[src/hw/rtl/systick_pkg.sv]
// Shared constants for the extended tick timer core.
// Field widths, operation codes, register addresses and control bit positions.
// No dependencies.
package systick_pkg;

    localparam int CNT_W = 24;
    localparam int OVF_W = 32;
    localparam int RD_W  = 56;
    localparam int CTL_W = 3;
    localparam int FLAG_BIT = 16;

    localparam logic [CNT_W-1:0] CNT_MAX = {CNT_W{1'b1}};

    localparam logic [1:0] OP_TICK_PROC = 2'd0;
    localparam logic [1:0] OP_TICK_REF  = 2'd1;
    localparam logic [1:0] OP_READ      = 2'd2;
    localparam logic [1:0] OP_WRITE     = 2'd3;

    localparam logic [2:0] ADDR_CTRL    = 3'd0;
    localparam logic [2:0] ADDR_RELOAD  = 3'd1;
    localparam logic [2:0] ADDR_CURRENT = 3'd2;
    localparam logic [2:0] ADDR_OVF     = 3'd3;
    localparam logic [2:0] ADDR_ELAP24  = 3'd4;
    localparam logic [2:0] ADDR_ELAP64  = 3'd5;

    localparam int CTL_ENABLE  = 0;
    localparam int CTL_TICKINT = 1;
    localparam int CTL_CLKSRC  = 2;

    localparam logic CFG_ONE_SHOT = 1'b0;
    localparam logic CFG_OVF_EN   = 1'b1;

    typedef logic [RD_W-1:0] t_rdata;

endpackage

[src/hw/rtl/systick_timer_extended_core.sv]
// Extended tick timer: down counter, reload, count flag, overflow counter.
// The request passes an input register, then a result register. Throughput:
// one request per cycle while the output is not stalled.
// Depends on systick_pkg.
// Reset (synchronous, active low) clears counter, reload, control, flag,
// overflow count, one-shot latch, both config registers and both valids.
module systick_timer_extended_core (
    input  logic                          i_clk,
    input  logic                          i_rst_n,
    input  logic                          i_cfg_we,
    input  logic                          i_cfg_idx,
    input  logic                          i_cfg_data,
    input  logic                          i_in_valid,
    output logic                          o_in_ready,
    input  logic [1:0]                    i_opcode,
    input  logic [2:0]                    i_reg_addr,
    input  logic [23:0]                   i_write_data,
    output logic                          o_out_valid,
    input  logic                          i_out_ready,
    output logic [systick_pkg::RD_W-1:0]  o_read_data,
    output logic                          o_count_wrapped,
    output logic                          o_notify
);
    import systick_pkg::*;

    logic             r_one_shot, r_ovf_en;
    logic             r_in_valid, r_out_valid;
    logic [1:0]       r_op;
    logic [2:0]       r_addr;
    logic [23:0]      r_wdata;

    logic [CNT_W-1:0] r_cur, r_reload;
    logic [CTL_W-1:0] r_ctl;
    logic             r_flag, r_notified;
    logic [OVF_W-1:0] r_ovf;

    logic [CNT_W-1:0] n_cur, n_reload;
    logic [CTL_W-1:0] n_ctl;
    logic             n_flag, n_notified;
    logic [OVF_W-1:0] n_ovf;
    t_rdata           n_rd;
    logic             n_wrap, n_notify;

    t_rdata           r_rd;
    logic             r_wrap, r_notify;

    logic             advance;
    logic             tick_ok;
    logic [CNT_W-1:0] cur_dec;
    logic [OVF_W:0]   ovf_p1;
    t_rdata           elap64;

    assign advance    = !r_out_valid || i_out_ready;
    assign o_in_ready = !r_in_valid || advance;

    assign cur_dec = r_cur - 1'b1;
    assign ovf_p1  = {1'b0, r_ovf} + 1'b1;
    assign elap64  = (RD_W'(ovf_p1) << CNT_W) - RD_W'(ovf_p1) - RD_W'(r_cur);

    assign tick_ok = r_ctl[CTL_ENABLE] &&
                     (((r_op == OP_TICK_PROC) && r_ctl[CTL_CLKSRC]) ||
                      ((r_op == OP_TICK_REF) && !r_ctl[CTL_CLKSRC]));

    always_comb begin
        n_cur      = r_cur;
        n_reload   = r_reload;
        n_ctl      = r_ctl;
        n_flag     = r_flag;
        n_notified = r_notified;
        n_ovf      = r_ovf;
        n_rd       = '0;
        n_wrap     = 1'b0;
        n_notify   = 1'b0;
        unique case (r_op)
            OP_TICK_PROC, OP_TICK_REF: begin
                if (tick_ok) begin
                    if (r_cur == '0) begin
                        n_cur = r_reload;
                    end else begin
                        n_cur = cur_dec;
                        if (cur_dec == '0) begin
                            n_wrap = 1'b1;
                            n_flag = 1'b1;
                            if (r_ctl[CTL_TICKINT]) begin
                                // serviced wrap: handler reads control
                                n_flag = 1'b0;
                                if (r_ovf_en) begin
                                    n_ovf = r_ovf + 1'b1;
                                end
                                if (!(r_one_shot && r_notified)) begin
                                    n_notify = 1'b1;
                                    if (r_one_shot) begin
                                        n_notified = 1'b1;
                                    end
                                end
                            end
                        end
                    end
                end
            end
            OP_READ: begin
                unique case (r_addr)
                    ADDR_CTRL: begin
                        n_rd = RD_W'(r_ctl);
                        n_rd[FLAG_BIT] = r_flag;
                        n_flag = 1'b0;
                    end
                    ADDR_RELOAD:  n_rd = RD_W'(r_reload);
                    ADDR_CURRENT: n_rd = RD_W'(r_cur);
                    ADDR_OVF:     n_rd = RD_W'(r_ovf);
                    ADDR_ELAP24:  n_rd = RD_W'(CNT_MAX - r_cur);
                    ADDR_ELAP64:  n_rd = elap64;
                    default:      n_rd = '0;
                endcase
            end
            OP_WRITE: begin
                unique case (r_addr)
                    ADDR_CTRL:   n_ctl = r_wdata[CTL_W-1:0];
                    ADDR_RELOAD: n_reload = r_wdata[CNT_W-1:0];
                    ADDR_CURRENT: begin
                        n_cur  = '0;
                        n_flag = 1'b0;
                    end
                    default: ;
                endcase
            end
            default: ;
        endcase
    end

    always_ff @(posedge i_clk) begin
        if (!i_rst_n) begin
            r_one_shot  <= 1'b0;
            r_ovf_en    <= 1'b0;
            r_in_valid  <= 1'b0;
            r_out_valid <= 1'b0;
            r_cur       <= '0;
            r_reload    <= '0;
            r_ctl       <= '0;
            r_flag      <= 1'b0;
            r_notified  <= 1'b0;
            r_ovf       <= '0;
        end else begin
            if (i_cfg_we) begin
                unique case (i_cfg_idx)
                    CFG_ONE_SHOT: r_one_shot <= i_cfg_data;
                    CFG_OVF_EN:   r_ovf_en   <= i_cfg_data;
                    default: ;
                endcase
            end
            if (o_in_ready) begin
                r_in_valid <= i_in_valid;
            end
            if (advance) begin
                r_out_valid <= r_in_valid;
                if (r_in_valid) begin
                    r_cur      <= n_cur;
                    r_reload   <= n_reload;
                    r_ctl      <= n_ctl;
                    r_flag     <= n_flag;
                    r_notified <= n_notified;
                    r_ovf      <= n_ovf;
                end
            end
        end
    end

    always_ff @(posedge i_clk) begin
        if (o_in_ready && i_in_valid) begin
            r_op    <= i_opcode;
            r_addr  <= i_reg_addr;
            r_wdata <= i_write_data;
        end
        if (advance && r_in_valid) begin
            r_rd     <= n_rd;
            r_wrap   <= n_wrap;
            r_notify <= n_notify;
        end
    end

    assign o_out_valid     = r_out_valid;
    assign o_read_data     = r_rd;
    assign o_count_wrapped = r_wrap;
    assign o_notify        = r_notify;

endmodule

[config.mk]
export PLATFORM = sky130hd
export DESIGN_NAME = systick_timer_extended_core
export DESIGN_NICKNAME = d
export VERILOG_FILES = /design/src/hw/rtl/systick_pkg.sv /design/src/hw/rtl/systick_timer_extended_core.sv
export SDC_FILE = /design/constraint.sdc
export NUM_CORES = 1
export LEC_CHECK = 0
export ABC_AREA = 1
export BUFFER_PORTS_ARGS = -buffer_cell sky130_fd_sc_hd__buf_2
export CORE_ASPECT_RATIO = 2
export CORE_MARGIN = 3
export CORE_UTILIZATION = 27
export CTS_CLUSTER_SIZE = 40
export DETAILED_ROUTE_END_ITERATION = 6
export PLACE_DENSITY = 0.51
export REMOVE_ABC_BUFFERS = 1
export SYNTH_ARGS = -nofsm -noshare
export SYNTH_HDL_FRONTEND = slang
export SYNTH_SLANG_ARGS = --single-unit
[constraint.sdc]
create_clock -name i_clk -period 5.1 [get_ports i_clk]
set_clock_uncertainty 0.2 [all_clocks]
set_input_delay 1.02 -clock i_clk [delete_from_list [all_inputs] [get_ports i_clk]]
set_output_delay 1.02 -clock i_clk [all_outputs]
set_load 0.02 [all_outputs]
== Yosys cells after proc, flatten, opt, wreduce, memory -nomap -nowiden ==
Index checks and enable logic that the tools add are counted.
Storage, ports and cells
  bits in registers: 176
  word-level logic and storage cells: 84
Operators by class
  add/subtract/negate cells: 6
  eq/ne operators: 13
  muxes and demuxes: 14
  bitwise operators: 7
  reduce and logical (&&, ||, !) cells: 28
Operators with widths (count)
  one-hot mux 56 bit (6 select lines): 1
  two-way mux 24 bit: 3
  subtractor 56 x 24 -> 56 bit: 1
  subtractor 56 x 33 -> 56 bit: 1
  zero test 24 bit: 2
  one-hot mux 24 bit (2 select lines): 1
  adder 32 x 1 -> 33 bit (second input constant): 1
  adder 32 x 1 -> 32 bit (second input constant): 1
  subtractor 24 x 24 -> 25 bit (first input constant): 1
  subtractor 24 x 1 -> 24 bit (second input constant): 1
  != test 2 bit (second input constant): 5
  AND reduction 9 bit: 1
  two-way mux 1 bit: 8
  AND reduction 4 bit: 2
  AND reduction 8 bit: 1
  NOT 1 bit: 7
  AND reduction 7 bit: 1
  == test 3 x 2 -> 1 bit (second input constant): 2
  == test 3 bit (second input constant): 2
  logical AND 1 bit: 6
  AND reduction 5 bit: 1
  OR reduction 5 bit: 1
  == test 2 bit (second input constant): 2
  AND reduction 2 bit: 2
  other kinds (10): 14

== Logic depth before layout (Yosys ltp) ==
Gate-level depths: netlist of the first run.
  depth in word-level cells: 6
  depth in mapped cells: 25
  mapped depth without buffers: 25

== Worst setup path before layout of the first run ==
No wires, ideal clock.
  path kind: input to register
  start: input port i_out_ready
  end: register r_cur[11]
  arrival: 5.117 ns
  required time: 4.829 ns
  slack: -0.287 ns
  stages: 9
  cell sequence: nor2_1 > nor2_1 > o21ai_0 > nor3_1 > nand2_1 > inv_1 > buf_2 > o211ai_1 > a21oi_1
On the way
  cells in the longest elaborated chain, start to end: 2
RTL lines
  start: declaration: RTL line systick_timer_extended_core.sv:19  | input logic i_out_ready,
  logical OR 1 bit: RTL line systick_timer_extended_core.sv:53  | assign advance = !r_out_valid || i_out_ready;
  AND reduction 5 bit (no source line)
  end signal: assignment: RTL line systick_timer_extended_core.sv:157  | r_cur <= n_cur;
  end: declaration: RTL line systick_timer_extended_core.sv:32  | logic [CNT_W-1:0] r_cur, r_reload;
No other way between the ends.
A chain may end at the register's enable or synchronous reset.

== Final worst setup path of the first run ==
  start: register r_ovf[7]
  end: register r_rd[29] (netlist: o_read_data[29]), data pin
On the way
  cells in the longest elaborated chain, start to end: 4
RTL lines
  start: declaration: RTL line systick_timer_extended_core.sv:35  | logic [OVF_W-1:0] r_ovf;
  start signal: assignment: RTL line systick_timer_extended_core.sv:162  | r_ovf <= n_ovf;
  adder 32 x 1 -> 33 bit: RTL line systick_timer_extended_core.sv:57  | assign ovf_p1 = {1'b0, r_ovf} + 1'b1;
  via ovf_p1[28]: RTL line systick_timer_extended_core.sv:50  | logic [OVF_W:0] ovf_p1;
  subtractor 56 x 33 -> 56 bit: RTL line systick_timer_extended_core.sv:58  | assign elap64 = (RD_W'(ovf_p1) << CNT_W) - RD_W'(ovf_p1) - RD_W'(r_cur);
  subtractor 56 x 24 -> 56 bit: RTL line systick_timer_extended_core.sv:58
  one-hot mux 56 bit (6 select lines): RTL line systick_timer_extended_core.sv:102  | unique case (r_addr)
  end signal: assignment: RTL line systick_timer_extended_core.sv:175  | r_rd <= n_rd;
  end: declaration: RTL line systick_timer_extended_core.sv:44  | t_rdata r_rd;
The timed path passes the listed nets, and every way through them passes these cells.

==> reports/results.txt, run 1 <==
Outcome = completed
Synth unique cells = 48
DRC viols = 0
Synth Area per Inst = 6.69 um2
CTS root buffer = clkbuf_16
CTS H-Tree Depth = 4
Drt via density = 5.08
Lkg Pwr = 6.69 nW
Fin crit period = 4850 ps
Peak per-stage delay on the critical path = 600 ps
Crit path DAT = 4860 ps
Flop2flop setup slack = 250 ps
HP Class = reg2reg
GPL Wtd Cong = 1.03
Top cell type's share of synthesized area = 0.208
Setup crit start kind = flip-flop
Startpoint of the worst hold path = r_notified$_SDFFE_PN0P_
CP max-delay cell = dfxtp_1
CTS tree = done
Final #Nets = 2125
Critical setup path kind = reg2reg
Fmax = 0.206 GHz
GRT Total Usage = 0.254
FP Rows = 111
Main area contributors after synthesis = edfxtp_1 21%, nand2_1 15%, dfxtp_1 14%
Die Ht = 311 um
Post-CTS Hold Buffers = 0
CTS sink cnt = 176
Non-Filler Instances = 2667
Max clock buf depth = 2
FF+latch count, synth = 176
Global-route wire length before repair = 89300 um
Die Wd = 159 um
Core area = 46000 um2
Hold Path Sink = r_notified$_SDFFE_PN0P_
Layout cells sized above 1 = 0.137
HPWL after detailed placement = 51900 um
Cell count after synthesis = 1880
Final critical-path share of the clock period = 0.951
CTS clk-pin slew, worst paths = 80 ps
Normalized max-slew margin = 0.204
Initial DRC count = 862
Area Growth Syn to Fin = 18.4%
Total gr overflow = 0
Final Core Density = 0.324
Routed wire length = 63100 um
Most used cell, CP = nand2_1
RR Endpoint = o_read_data[29]$_SDFFCE_PN0P_
Final Hold Vio Count = 0
Clk_lat worst skew = 490 ps
IO Pins = 96
Maximum fanout along the worst path = 6
DR vias = 13537
Die area = 49300 um2
Depth of the worst hold-timing path = 2
Routed len/inst = 23.7 um
R2R depth = 18
Placed insts = 2635
Peak supply drop = 0.225 mV
# diodes = 0
Worst r2r src = r_ovf[7]$_SDFFE_PN0P_
Drt first pass iters = 6
PortBufs = 95
Seq/Total Area, Yosys = 0.350
Clock buffer count from CTS = 17
Power per standard cell area = 340 nW/um2
Critical Path RT = 5110 ps
Worst Tran Pin Value = 1190 ps
CP Capture Type = flip-flop
Largest net degree at the start of global routing = 55
Synth warnings = 0
Most common cell after layout, fill and taps aside = nand2_1
Leading area contributor after synthesis = edfxtp_1
Commonest cells after routing, fill and taps aside = 490 x nand2_1, 334 x nor2_1, 194 x inv_1, 147 x a21oi_1, 108 x nand3_1
Initial Util = 0.273
Crit path cell chain = nand2_1 > nor2_1 > nand2_1 > nor2_4 > nand2_1 > nand2_1 > nand2_1 > ha_1 > inv_1 > ha_1 > a21oi_1 > o21ai_0 > a21oi_1 > nand2_1 > a21oi_1 > xor2_1 > nor2_1 > o21a_1
Initial antenna violation count = 1
Slew Viols, Final = 0
Final ANT Viol Nets = 0
Setup violators final = 0
Synth Cell Area = 12600 um2
Vias in the first global route = 13537
RSZ-0062 raised after global routing = no
Max cap viols = 0
cells in the mapped netlist (all sizes together):
master    n
clkbuf   38
and3      2
nor3     26
dfxtp    89
o211ai   17
nand2   498
xnor2     3
inv     198
clkinv    2
nand4    26
fa        1
nor2    363
edfxtp   87
ha       55
a21oi   147
o21ai   101
o21a      6
a21o      4
or2      12
nor3b     1
buf      15
a31oi    10
a41oi     6
o21bai    1
a21boi    1
a211oi    5
xor2     24
a221oi   15
nor4      2
a22oi     8
o22ai     5
nand3b    3
nand3   109
layout make-up:
type | instances | area, um2
multi-input cells | 1451 | 7210
flip-flops and latches | 176 | 4390
inverters | 200 | 751
well taps | 621 | 777
repair buffers | 187 | 1170
clock buffers | 17 | 425
clock inverters | 15 | 165
fillers | 5095 | 31100
critical path: cells and delay by family, from the launching register on:
kind / cells / cell delay (ps)
adder cells (fa/ha/maj): 2 / 740
AO/OA/AOI/OAI: 5 / 1330
buffers and inverters: 1 / 40
AND/OR/NAND/NOR: 9 / 1330
XOR/XNOR: 1 / 330
flip-flops: 1 / 600
per-stage QoR:
step / area, um2 / hold WS [ps] / setup TNS, ps / setup slack (ps) / power (W)
3_5_place_dp: 14300 / 242 / 0 / 275 / 0.00365
2_1_floorplan: 12300 / 230 / -43970 / -1110 / 0.00284
3_3_place_gp: 14300 / 242 / 0 / 262 / 0.00366
4_1_cts: 14900 / 254 / 0 / 253 / 0.00509
6_report: 14900 / 251 / 0 / 252 / 0.00505
5_1_grt: 14900 / 280 / 0 / 26.8 / 0.00533
worst max-delay path by stage:
stage,start,endpoint,slack [ps],cells after the start
final,r_ovf[7]$_SDFFE_PN0P_,o_read_data[29]$_SDFFCE_PN0P_,250,18
after global routing,r_ovf[12]$_SDFFE_PN0P_,o_read_data[38]$_SDFFCE_PN0P_,30,21
after CTS,r_ovf[0]$_SDFFE_PN0P_,o_read_data[40]$_SDFFCE_PN0P_,250,19
after global placement,r_ovf[0]$_SDFFE_PN0P_,o_read_data[40]$_SDFFCE_PN0P_,260,20
after detailed placement,r_ovf[0]$_SDFFE_PN0P_,o_read_data[40]$_SDFFCE_PN0P_,270,19
after floorplan,i_out_ready,r_reload[2]$_SDFFE_PN0P_,-1110,7
routing by layer:
layer	GRT usage	routed length [um]	vias up
met5	0	0	-
met4	0.256	7800	0
met3	0.0277	2140	217
met2	0.464	33300	472
met1	0.228	19800	6349
li1	-	-	6499
logic make-up after synthesis:
family / after synthesis / synth area share
AO/OA/AOI/OAI: 326 / 0.146
XOR/XNOR: 27 / 0.0194
adder cells (fa/ha/maj): 56 / 0.0563
buffers and inverters: 253 / 0.0794
flip-flops: 176 / 0.350
AND/OR/NAND/NOR: 1042 / 0.349
sequential cells by signal, summed over array words and instances (netlist names), 2 cells and up:
signal,count
o_read_data,56
r_ovf,32
r_cur,24
r_reload,24
r_wdata,24
r_addr,3
r_ctl,3
r_op,2
power by group:
part | total, W | switching (W) | internal, W | leakage (nW)
Sequential | 0.00160 | 0.0000594 | 0.00154 | 1.56
Clock | 0.00142 | 0.000719 | 0.000699 | 0.291
Combinational | 0.00204 | 0.00149 | 0.000549 | 4.84
Total | 0.00505 | 0.00227 | 0.00278 | 6.69
timing repair:
action / CTS / global route
setup endpoints to repair: 0 / 4
buffers inserted: 0 / 0
resized for setup: 0 / 1
(Power assumes the default switching activity.)
==> run 2, diff against run 1 <==
--- a/config.mk
+++ b/config.mk
@@ -7,7 +7,6 @@
 export LEC_CHECK = 0
 export ABC_AREA = 1
 export BUFFER_PORTS_ARGS = -buffer_cell sky130_fd_sc_hd__buf_2
-export CORE_ASPECT_RATIO = 2
 export CORE_MARGIN = 3
 export CORE_UTILIZATION = 27
 export CTS_CLUSTER_SIZE = 40
==> run 2 against run 1 <==
  * Cell count shrank 3.1%
  * First-iteration DRC count up 34%
  * Via count decreased by 4.0%
  * Count of clock-buffer cells in the layout increased by 1
  * Fmax rose by 0.63%
  * Worst hold slack better by 9.5 ps
  * Largest cell class unchanged
  * Critical path depth increased by 2
  * Highest routed layer is now met5
  * Largest power group unchanged
  * Sequential power hardly changed
  * Combinational power down 9.8%
  * Sequential share of layout area increased by 0.99 points
  * Sequential cell count stayed put
==> reports/results.txt, run 2 (synthesis gave the netlist of run 1 again) <==
DRC viols = 0 (unchanged)
Post-CTS Setup Inserts = 0 (unchanged)
HPWL after detailed placement = 41700 um (-20%)
Layout cells sized above 1 = 0.111 (-0.0260)
Initial antenna violation count = 1 (unchanged)
Area Growth Syn to Fin = 14.6%
FP Rows = 78 (-30%)
CTS root buffer = clkbuf_16
Most common cell after layout, fill and taps aside = nand2_1
Global-route wire length before repair = 78600 um (-12%)
GRT Total Usage = 0.210 (-0.0444)
Largest net degree at the start of global routing = 62 (+13%)
PortBufs = 95 (unchanged)
Total gr overflow = 0 (unchanged)
Layout fillers = 5080 (-0.29%)
RSZ-0062 raised after global routing = no
Vias in the first global route = 12403 (-8.4%)
Critical setup path kind = reg2reg
DR vias = 13002 (-4.0%)
CP Capture Type = flip-flop
Fmax = 0.208 GHz (+0.63%)
Die Wd = 222 um (+40%)
Final critical-path share of the clock period = 0.945 (-0.00599)
Die area = 49200 um2 (-0.31%)
Clk_lat worst skew = 470 ps (-20 ps)
Placed Instance Area = 13800 um2 (-3.4%)
Critical Path RT = 5090 ps (-20 ps)
Peak supply drop = 0.232 mV (+3.0%)
Lkg Pwr = 6.40 nW (-4.5%)
Crit path DAT = 4800 ps (-60 ps)
CTS clk-pin slew, worst paths = 80 ps (about the same)
Post-CTS Resized = 0 (unchanged)
Final Hold Vio Count = 0 (unchanged)
Hold WS = 261 ps (+9.46 ps)
Max reg flops = 56 (unchanged)
Setup violators final = 0 (unchanged)
Fin crit period = 4820 ps (-30.6 ps)
Initial Util = 0.275 (+0.00178)
Routed len/inst = 20.2 um (-15%)
Maximum fanout along the worst path = 6 (unchanged)
Drt first pass iters = 6 (unchanged)
Outcome = completed
Max clock buf depth = 2 (unchanged)
Power per standard cell area = 334 nW/um2 (-1.7%)
Max cap viols = 0 (unchanged)
Worst setup slack after layout = 283 ps (+30.6 ps)
Commonest cells after routing, fill and taps aside = 490 x nand2_1, 335 x nor2_1, 194 x inv_1, 147 x a21oi_1, 108 x nand3_1
Slew Viols, Final = 0 (unchanged)
CTS tree = done
Die Ht = 222 um (-29%)
Core area = 45700 um2 (-0.64%)
Design area = 14400 um2 (-3.2%)
Clock buffer count from CTS = 17 (unchanged)
Post-route setup TNS = 0 ps (unchanged)
Worst Tran Pin Value = 1100 ps (-93.0 ps)
HP Class = reg2reg
Final #Nets = 2063 (-2.9%)
Final ANT Viol Nets = 0 (unchanged)
Normalized max-slew margin = 0.265 (+0.0612)
Setup crit start kind = flip-flop
Initial DRC count = 1158 (+34%)
Routed wire length = 52100 um (-17%)
IO Pins = 96 (unchanged)
Post-CTS Hold Buffers = 0 (unchanged)
CTS sink cnt = 176 (unchanged)
Pre-CTS setup slack = 230 ps (-44.7 ps)
# diodes = 0 (unchanged)
Drt via density = 5.03 (-0.87%)
CTS H-Tree Depth = 4 (unchanged)
GPL Wtd Cong = 1.00 (-2.3%)
-- run 2: cell types whose count changed in the layout (fill, tap and decap cells not counted), moves of 2 or more --
| cell | previous run | this run |
|---|---|---|
| clkinv_8 | 2 | 0 |
| buf_4 | 92 | 30 |
| inv_8 | 4 | 2 |
| clkinv_2 | 0 | 2 |
| xor2_1 | 23 | 21 |
| xor2_2 | 1 | 3 |
-- run 2: final cells by class --
| class | count | area (um2) | area share |
|---|---|---|---|
| multi-input cells | 1451 | 7220 | 0.501 |
| flip-flops and latches | 176 | 4400 | 0.305 |
| inverters | 200 | 751 | 0.0521 |
| well taps | 600 | 751 | 0.0521 |
| repair buffers | 125 | 701 | 0.0486 |
| clock buffers | 18 | 439 | 0.0305 |
| clock inverters | 14 | 151 | 0.0105 |
-- run 2: per-stage QoR --
stage,cells,power [W],util
floorplan,1827,0.00284,-
global placement,2552,0.00344,0.302
detailed placement,2552,0.00343,0.302
CTS,2584,0.00483,0.315
global route,2584,0.00513,0.315
finish,2584,0.00481,0.315
-- run 2: per-layer routing --
metal / track usage / vias up / share of wire
met4: 0.0716 / 2 / 0.035
met1: 0.281 / 6074 / 0.45
met2: 0.345 / 461 / 0.46
li1: - / 6380 / -
met5: 0 / - / 0.00025
met3: 0.0335 / 85 / 0.060
-- run 2: path summary, 6_finish.rpt --
path	startpoint	end	slack (ps)	cells past startpoint
min reg2reg	r_notified$_SDFFE_PN0P_	r_notified$_SDFFE_PN0P_	260	2
max	r_ovf[14]$_SDFFE_PN0P_	o_read_data[44]$_SDFFCE_PN0P_	280	20
min	r_notified$_SDFFE_PN0P_	r_notified$_SDFFE_PN0P_	260	2
max reg2reg	r_ovf[14]$_SDFFE_PN0P_	o_read_data[44]$_SDFFCE_PN0P_	280	20
-- run 2: power breakdown --
group / internal, W / switching (W)
Combinational: 0.000487 / 0.00136
Sequential: 0.00154 / 0.0000538
Clock: 0.000743 / 0.000633
-- run 2: critical path, stage by stage, from the launching register on --
cell and delay, ps:
dfxtp_1 600, inv_1 150, nor3_1 360, nand2_1 190, nor2_1 130, nand3_1 80, nand2_1 360, inv_1 270
nor2_1 140, nor2_1 50, ha_1 360, nand2_1 140, o21ai_0 230, inv_1 130, nand2_1 70, a21oi_1 120
nand2_1 150, a21oi_1 430, nand2_1 140, o21ai_0 160, a21oi_1 60
